$ cat src/rtl/sknt_pkg.sv
// Shared types and constants for the sorted key node table.
// Used by sknt_ctrl, sknt_datapath and sorted_key_node_table; no dependencies.
package sknt_pkg;

  // Default sizing of the node
  localparam int unsigned MaxEntriesDef = 256;
  localparam int unsigned ValueBitsDef  = 64;

  // Capacity register after reset
  localparam logic [8:0] CapReset = 9'd256;

  // Request operation codes
  typedef enum logic [1:0] {
    OP_INSERT = 2'd0,
    OP_LOWER  = 2'd1,
    OP_UPPER  = 2'd2,
    OP_CLEAR  = 2'd3
  } op_e;

  // Result status codes
  typedef enum logic [2:0] {
    ST_INSERTED  = 3'd0,
    ST_UPDATED   = 3'd1,
    ST_FOUND     = 3'd2,
    ST_NOT_FOUND = 3'd3,
    ST_FULL      = 3'd4,
    ST_CLEARED   = 3'd5
  } status_e;

  // Controller states
  typedef enum logic [2:0] {
    S_IDLE,
    S_SEARCH,
    S_CMP,
    S_FETCH,
    S_SHIFT,
    S_INS
  } state_e;

  // Commands from controller to datapath
  typedef struct packed {
    logic    clear;       // empty the node
    logic    load;        // capture request, open search window
    logic    srch_rd;     // read probe slot
    logic    srch_step;   // narrow window after a probe miss
    logic    fetch_rd;    // read the bracket slot of a lookup
    logic    shift_init;  // start moving entries up from the top
    logic    shift_step;  // move one entry up
    logic    ins_wr;      // write the new entry at its slot
    logic    upd_wr;      // overwrite the value at the hit slot
    logic    emit;        // load the result registers
    status_e status;      // status of the emitted result
  } cmd_t;

  // Status from datapath to controller
  typedef struct packed {
    op_e  op;          // operation of the request in flight
    logic open;        // search window still holds a probe
    logic hit;         // probed key equals the search key
    logic full;        // count has reached the capacity in effect
    logic pos_lt_cnt;  // insert slot lies below the count
    logic shift_last;  // shift pointer has reached the insert slot
    logic lb_miss;     // no key at or below the target
    logic ub_miss;     // no key at or above the target
  } node_stat_t;

endpackage

$ cat src/rtl/sknt_ctrl.sv
// Controller state machine of the sorted key node table.
// Depends on sknt_pkg; drives sknt_datapath through cmd_t and reads node_stat_t.
module sknt_ctrl import sknt_pkg::*; (
  input  logic       clk_i,
  input  logic       rst_ni,
  input  logic       start,
  input  op_e        op_i,
  input  node_stat_t stat_i,
  output cmd_t       cmd_o,
  output logic       busy
);

  state_e state_q, state_d;

  // State register
  always_ff @(posedge clk_i or negedge rst_ni) begin
    if (!rst_ni) begin
      state_q <= S_IDLE;
    end else begin
      state_q <= state_d;
    end
  end

  // Next state and commands
  always_comb begin
    state_d = state_q;
    cmd_o   = '0;
    unique case (state_q)
      S_IDLE: begin
        if (start) begin
          if (op_i == OP_CLEAR) begin
            cmd_o.clear  = 1'b1;
            cmd_o.emit   = 1'b1;
            cmd_o.status = ST_CLEARED;
          end else begin
            cmd_o.load = 1'b1;
            state_d    = S_SEARCH;
          end
        end
      end
      S_SEARCH: begin
        if (stat_i.open) begin
          cmd_o.srch_rd = 1'b1;
          state_d       = S_CMP;
        end else begin
          // window closed without a hit
          state_d = S_IDLE;
          unique case (stat_i.op)
            OP_INSERT: begin
              if (stat_i.full) begin
                cmd_o.emit   = 1'b1;
                cmd_o.status = ST_FULL;
              end else if (stat_i.pos_lt_cnt) begin
                cmd_o.shift_init = 1'b1;
                state_d          = S_SHIFT;
              end else begin
                cmd_o.ins_wr = 1'b1;
                cmd_o.emit   = 1'b1;
                cmd_o.status = ST_INSERTED;
              end
            end
            OP_LOWER, OP_UPPER: begin
              if ((stat_i.op == OP_LOWER) ? stat_i.lb_miss : stat_i.ub_miss) begin
                cmd_o.emit   = 1'b1;
                cmd_o.status = ST_NOT_FOUND;
              end else begin
                cmd_o.fetch_rd = 1'b1;
                state_d        = S_FETCH;
              end
            end
            default: begin
              cmd_o.emit   = 1'b1;
              cmd_o.status = ST_CLEARED;
            end
          endcase
        end
      end
      S_CMP: begin
        if (stat_i.hit) begin
          cmd_o.emit = 1'b1;
          state_d    = S_IDLE;
          if (stat_i.op == OP_INSERT) begin
            cmd_o.upd_wr = 1'b1;
            cmd_o.status = ST_UPDATED;
          end else begin
            cmd_o.status = ST_FOUND;
          end
        end else begin
          cmd_o.srch_step = 1'b1;
          state_d         = S_SEARCH;
        end
      end
      S_FETCH: begin
        cmd_o.emit   = 1'b1;
        cmd_o.status = ST_FOUND;
        state_d      = S_IDLE;
      end
      S_SHIFT: begin
        cmd_o.shift_step = 1'b1;
        if (stat_i.shift_last) begin
          state_d = S_INS;
        end
      end
      S_INS: begin
        cmd_o.ins_wr = 1'b1;
        cmd_o.emit   = 1'b1;
        cmd_o.status = ST_INSERTED;
        state_d      = S_IDLE;
      end
      default: begin
        state_d = S_IDLE;
      end
    endcase
  end

  assign busy = (state_q != S_IDLE);

  // Only inserts move entries
  a_shift_insert: assert property (@(posedge clk_i) disable iff (!rst_ni)
    (state_q == S_SHIFT) |-> (stat_i.op == OP_INSERT))
    else $error("shift running for a non-insert request");

  // Every result ends the request
  a_emit_idle: assert property (@(posedge clk_i) disable iff (!rst_ni)
    cmd_o.emit |=> (state_q == S_IDLE))
    else $error("result emitted while request continues");

endmodule

$ cat config.mk
export PLATFORM = sky130hd
export DESIGN_NAME = sknt_ctrl
export DESIGN_NICKNAME = d
export VERILOG_FILES = /design/src/rtl/sknt_pkg.sv /design/src/rtl/sknt_ctrl.sv
export SDC_FILE = /design/constraint.sdc
export NUM_CORES = 1
export LEC_CHECK = 0
export BUFFER_PORTS_ARGS = -buffer_cell sky130_fd_sc_hd__buf_2
export CAP_MARGIN = 15
export CORE_AREA = 2 2 39 41
export DETAILED_ROUTE_END_ITERATION = 8
export DIE_AREA = 0 0 41 43
export PLACE_DENSITY = 0.68
export SYNTH_ARGS = -nofsm -noshare
export SYNTH_HDL_FRONTEND = slang
export SYNTH_SLANG_ARGS = --single-unit
$ cat constraint.sdc
create_clock -name clk_i -period 2.2 [get_ports clk_i]
set_input_delay 0.44 -clock clk_i [delete_from_list [all_inputs] [get_ports clk_i]]
set_output_delay 0.44 -clock clk_i [all_outputs]
set_load 0.005 [all_outputs]
### Word-level counts from Yosys, hierarchy flattened

Index checks and enable logic that the tools add are counted.

* flip-flop bits (word level): 3
* input bits: 14
* output and inout port bits: 14
* word-level logic and storage cells: 61

* eq/ne operators: 11
* muxes and demuxes: 44
* reductions and logical operators: 5

Operators by type and width (number)
* 4-bit 2-to-1 mux: 6
* 1-bit 2-to-1 mux: 20
* 4-bit one-hot mux with 5 select lines: 1
* 3-bit 2-to-1 mux: 6
* 2-bit 2-to-1 mux: 6
* 3-bit one-hot mux with 4 select lines: 1
* 4-bit one-hot mux with 2 select lines: 1
* 3-bit by 2-bit == test with 1-bit output (second input constant): 2
* 3-bit == test (second input constant): 2
* 2-bit != test (second input constant): 3
* 3-bit one-hot mux with 2 select lines: 1
* 5-bit 2-to-1 mux: 1
* 2-bit == test (second input constant): 2
* 3-bit by 1-bit == test with 1-bit output (second input constant): 1
* 3-bit logical NOT: 1
* 3-bit AND reduction: 1
* 3-bit nonzero test: 1
* 2-bit by 1-bit == test with 1-bit output (second input constant): 1
* 2-bit logical NOT: 1
* 1-bit one-hot mux with 2 select lines: 1
* 2-bit OR reduction: 1

### Longest topological paths before layout

* word-level depth: 6
* mapped depth: 5
* mapped depth without buffers: 5

### Worst setup path after synthesis

Ideal clock, no wire load.

* path type: input-to-output
* start: in stat_i[8] (netlist bit)
* end: out cmd_o[3] (netlist bit)
* arrival: 1395 ps
* data required time: 1760 ps
* setup slack: 365 ps
* stages on the path: 5
* path buffers: 0
* cell sequence: inv_1 ha_1 mux2i_1 o221ai_1 a211o_1

RTL lines
* from (decl): line sknt_ctrl.sv:8 `input node_stat_t stat_i,`
* to (decl): line sknt_ctrl.sv:9 `output cmd_t cmd_o,`

==> run_results.csv <==
group,metric,value,unit
layout,fill_cells,136,
sta,tightestPinTransition,0.448,ns
layout,finalInstanceArea,671,sq um
place,port_buffers,27,
worst_setup_path,cp_max_fo,3,
layout,drive_gt1_share,37.5,%
drt,drt-vias-per-instance,5.01,
sta,hold_ws,0.519,ns
layout,antenna_cells,0,
layout,top_register,"state_q",
clock_tree,cts_tree,"built",
worst_setup_path,crit_arrival,1.68,ns
synth,synth_edf_count,0,
place,place_congestion,0.706,
clock_tree,cts_max_path_buffers,2,
run_status,status,"finished, final reports clean",
sta,clock_skew,0.000553,ns
layout,nNetsFinal,114,
synth,yosysSeqAreaShare,15.5,%
worst_setup_path,crit_top_cell,"buf_2",
place,dp_hpwl,926,um
clock_tree,clkTransAtPathRegs,0.04,ns
clock_tree,worstSkewPairLatency,0.23,ns
synth,synth_area_per_cell,7.45,sq um
global_routing,grt_pass1_vias,477,
drt,vias,561,
drt,first_pass_iters,4,
global_routing,grt_max_degree,17,
die,core_area,0.00138,sq mm
drt,routed_wl,1160,um
clock_tree,cts_root_buf,"clkbuf_4",
flow_run,cap_violations,0,
sta,final.setup.tns,0,ns
drt,postRouteAntennaNets,0,
sta,period_needed,2.12,ns
clock_tree,numCtsBuffers,3,
layout,syn_to_final_growth,38.5,%
drt,routedWlPerCell,10.3,um
global_routing,track_usage,13.8,%
sta,hold_viol,0,
worst_setup_path,critPathSlowestCell,"a211o_1",
layout,fin_util,48.5,%
worst_setup_path,crit_required,1.76,ns
synth,ys_ff_latch,3,
die,die_area,0.00176,sq mm
die,die_height,43,um
die,rows,14,
worst_setup_path,critPathLaunchType,"input port",
clock_tree,postCtsSetupRepairBufs,0,
sta,fmax,0.473,GHz
hold_path,hp-class,"input port to flip-flop",
sta,drv_slew,0,
synth,async_flop_share,100,%
synth,ys.flop_type,"dfrtp_1",
layout,largestRegisters,"state_q (3)",
sta,setup_viol,0,
global_routing,antenna_found_initial,0,
power,powerDensity,730,mW/mm^2
clock_tree,ctsHtreeMaxLevel,1,
synth,yosys_warnings,0,
worst_setup_path,slowest_delay,0.30,ns
power,ir_worst_vdd,318,uV
synth,synth_cell_types,28,
die,io-pin-count,28,
synth,synth.net_count,82,
synth,syn_area,484,sq um
power,p_leak,0.372,nW
die,initial_core_util,35.0,%
layout,largest_register_ffs,3,
sta,fin_crit_sh,96.2,%
worst_setup_path,crit_chain,"buf_2 > inv_1 > ha_1 > mux2i_1 > o221ai_1 > a211o_1 > buf_2",
sta,relSlewSlack,70.1,%
worst_setup_path,crit_type,"input port to output pin",
worst_setup_path,endpoint_kind,"output pin",
sta,rsz0062_at_grt,"false",
clock_tree,post_cts_resized,0,
drt,drc,0,
synth,synthCells,65,
place,dpl-instance-area,634,sq um
clock_tree,clock_sinks,3,
power,p_total,0.490,mW
drt,first_iter_violations,12,
global_routing,grt_overflow_total,0,
global_routing,grt_pass1_wl,1770,um
die,die_w,41,um
-- report_power, final --
part | internal (mW) | switching (mW) | total [mW] | leakage (nW)
clock network | 0.0678 | 0.0256 | 0.0934 | 0.0150
logic | 0.143 | 0.121 | 0.265 | 0.318
registers | 0.0715 | 0.0603 | 0.132 | 0.0394
-- Yosys cell counts (2+ instances only) --
cell / number / area (sq um)
inv_1: 8 / 30.0
a21oi_1: 5 / 25.0
nand2_1: 5 / 18.8
nor2_1: 5 / 18.8
o21ai_0: 5 / 25.0
dfrtp_1: 3 / 75.1
ha_1: 3 / 37.5
mux2i_1: 3 / 30.0
nand4_1: 3 / 18.8
nor3_1: 3 / 15.0
a211o_1: 2 / 17.5
nand2b_1: 2 / 12.5
nand3b_1: 2 / 15.0
nor3b_1: 2 / 15.0
-- layer usage --
layer / GRT usage [%] / vias to the layer above / part of all wire [%]
met2: 22.5 / 19 / 47
met1: 18.2 / 248 / 46
met4: 4.00 / 0 / 0
li1: - / 294 / -
met3: 1.57 / 0 / 6.4
met5: 0 / - / 0
-- stage by stage --
| stage | worst slack (ns) | cells |
|---|---|---|
| 5_1_grt | 0.00232 | 112 |
| 3_3_place_gp | 0.138 | 107 |
| 6_report | 0.0841 | 112 |
| 3_5_place_dp | 0.0768 | 107 |
| 4_1_cts | 0.0811 | 112 |
| 2_1_floorplan | 0.365 | 65 |
-- worst max-delay path, delay by kind of cell --
family | cells | cell delay [ns]
AO/OA/AOI/OAI | 2 | 0.46
adder cells (fa/ha/maj) | 1 | 0.19
buffers and inverters | 3 | 0.30
multiplexers | 1 | 0.29
-- cell type report --
| class | instances | area [sq um] | share of cell area [%] |
|---|---|---|---|
| multi-input cells | 51 | 359 | 53.5 |
| inverters | 8 | 30.0 | 4.48 |
| flip-flops and latches | 3 | 75.1 | 11.2 |
| clock buffers | 4 | 26.3 | 3.92 |
| well taps | 16 | 20.0 | 2.99 |
| repair buffers | 30 | 160 | 23.9 |
-- final timing paths --
path                       startpoint         end  slack [ns]  depth (start not counted)
max                         stat_i[8]    cmd_o[3]        0.08                          7
min                             start  state_q[0]        0.52                          3
max reg2reg                state_q[0]  state_q[0]        0.74                          3
min reg2reg                state_q[1]  state_q[2]        0.67                          1
max in group asynchronous      rst_ni  state_q[1]        1.56                          2
min in group asynchronous      rst_ni  state_q[0]        0.54                          2
-- cells by family (layout without fill, tap and decap cells) --
kind of cell	count (synthesis)	after routing	synth area share, %
AO/OA/AOI/OAI	15	15	20.2
multiplexers	4	4	8.53
adder cells (fa/ha/maj)	3	3	7.75
flip-flops	3	3	15.5
buffers and inverters	11	42	10.3
AND/OR/NAND/NOR	29	29	37.7
-- what timing repair did --
item                                    4_1_cts  5_1_grt
hold endpoints to repair                      3        0
hold buffers                                  1        0
endpoints found under the setup margin        0        0
-- placed cells by master, fill, tap and decap left out, types with 3 or more instances in the layout --
cell type,n
clkbuf_4,3
nand4_1,3
dfrtp_1,3
ha_1,3
a21oi_1,5
inv_1,8
mux2i_1,3
nor3_1,3
nor2_1,5
nand2_1,5
o21ai_0,5
buf_2,27
(Power assumes the default switching activity.)
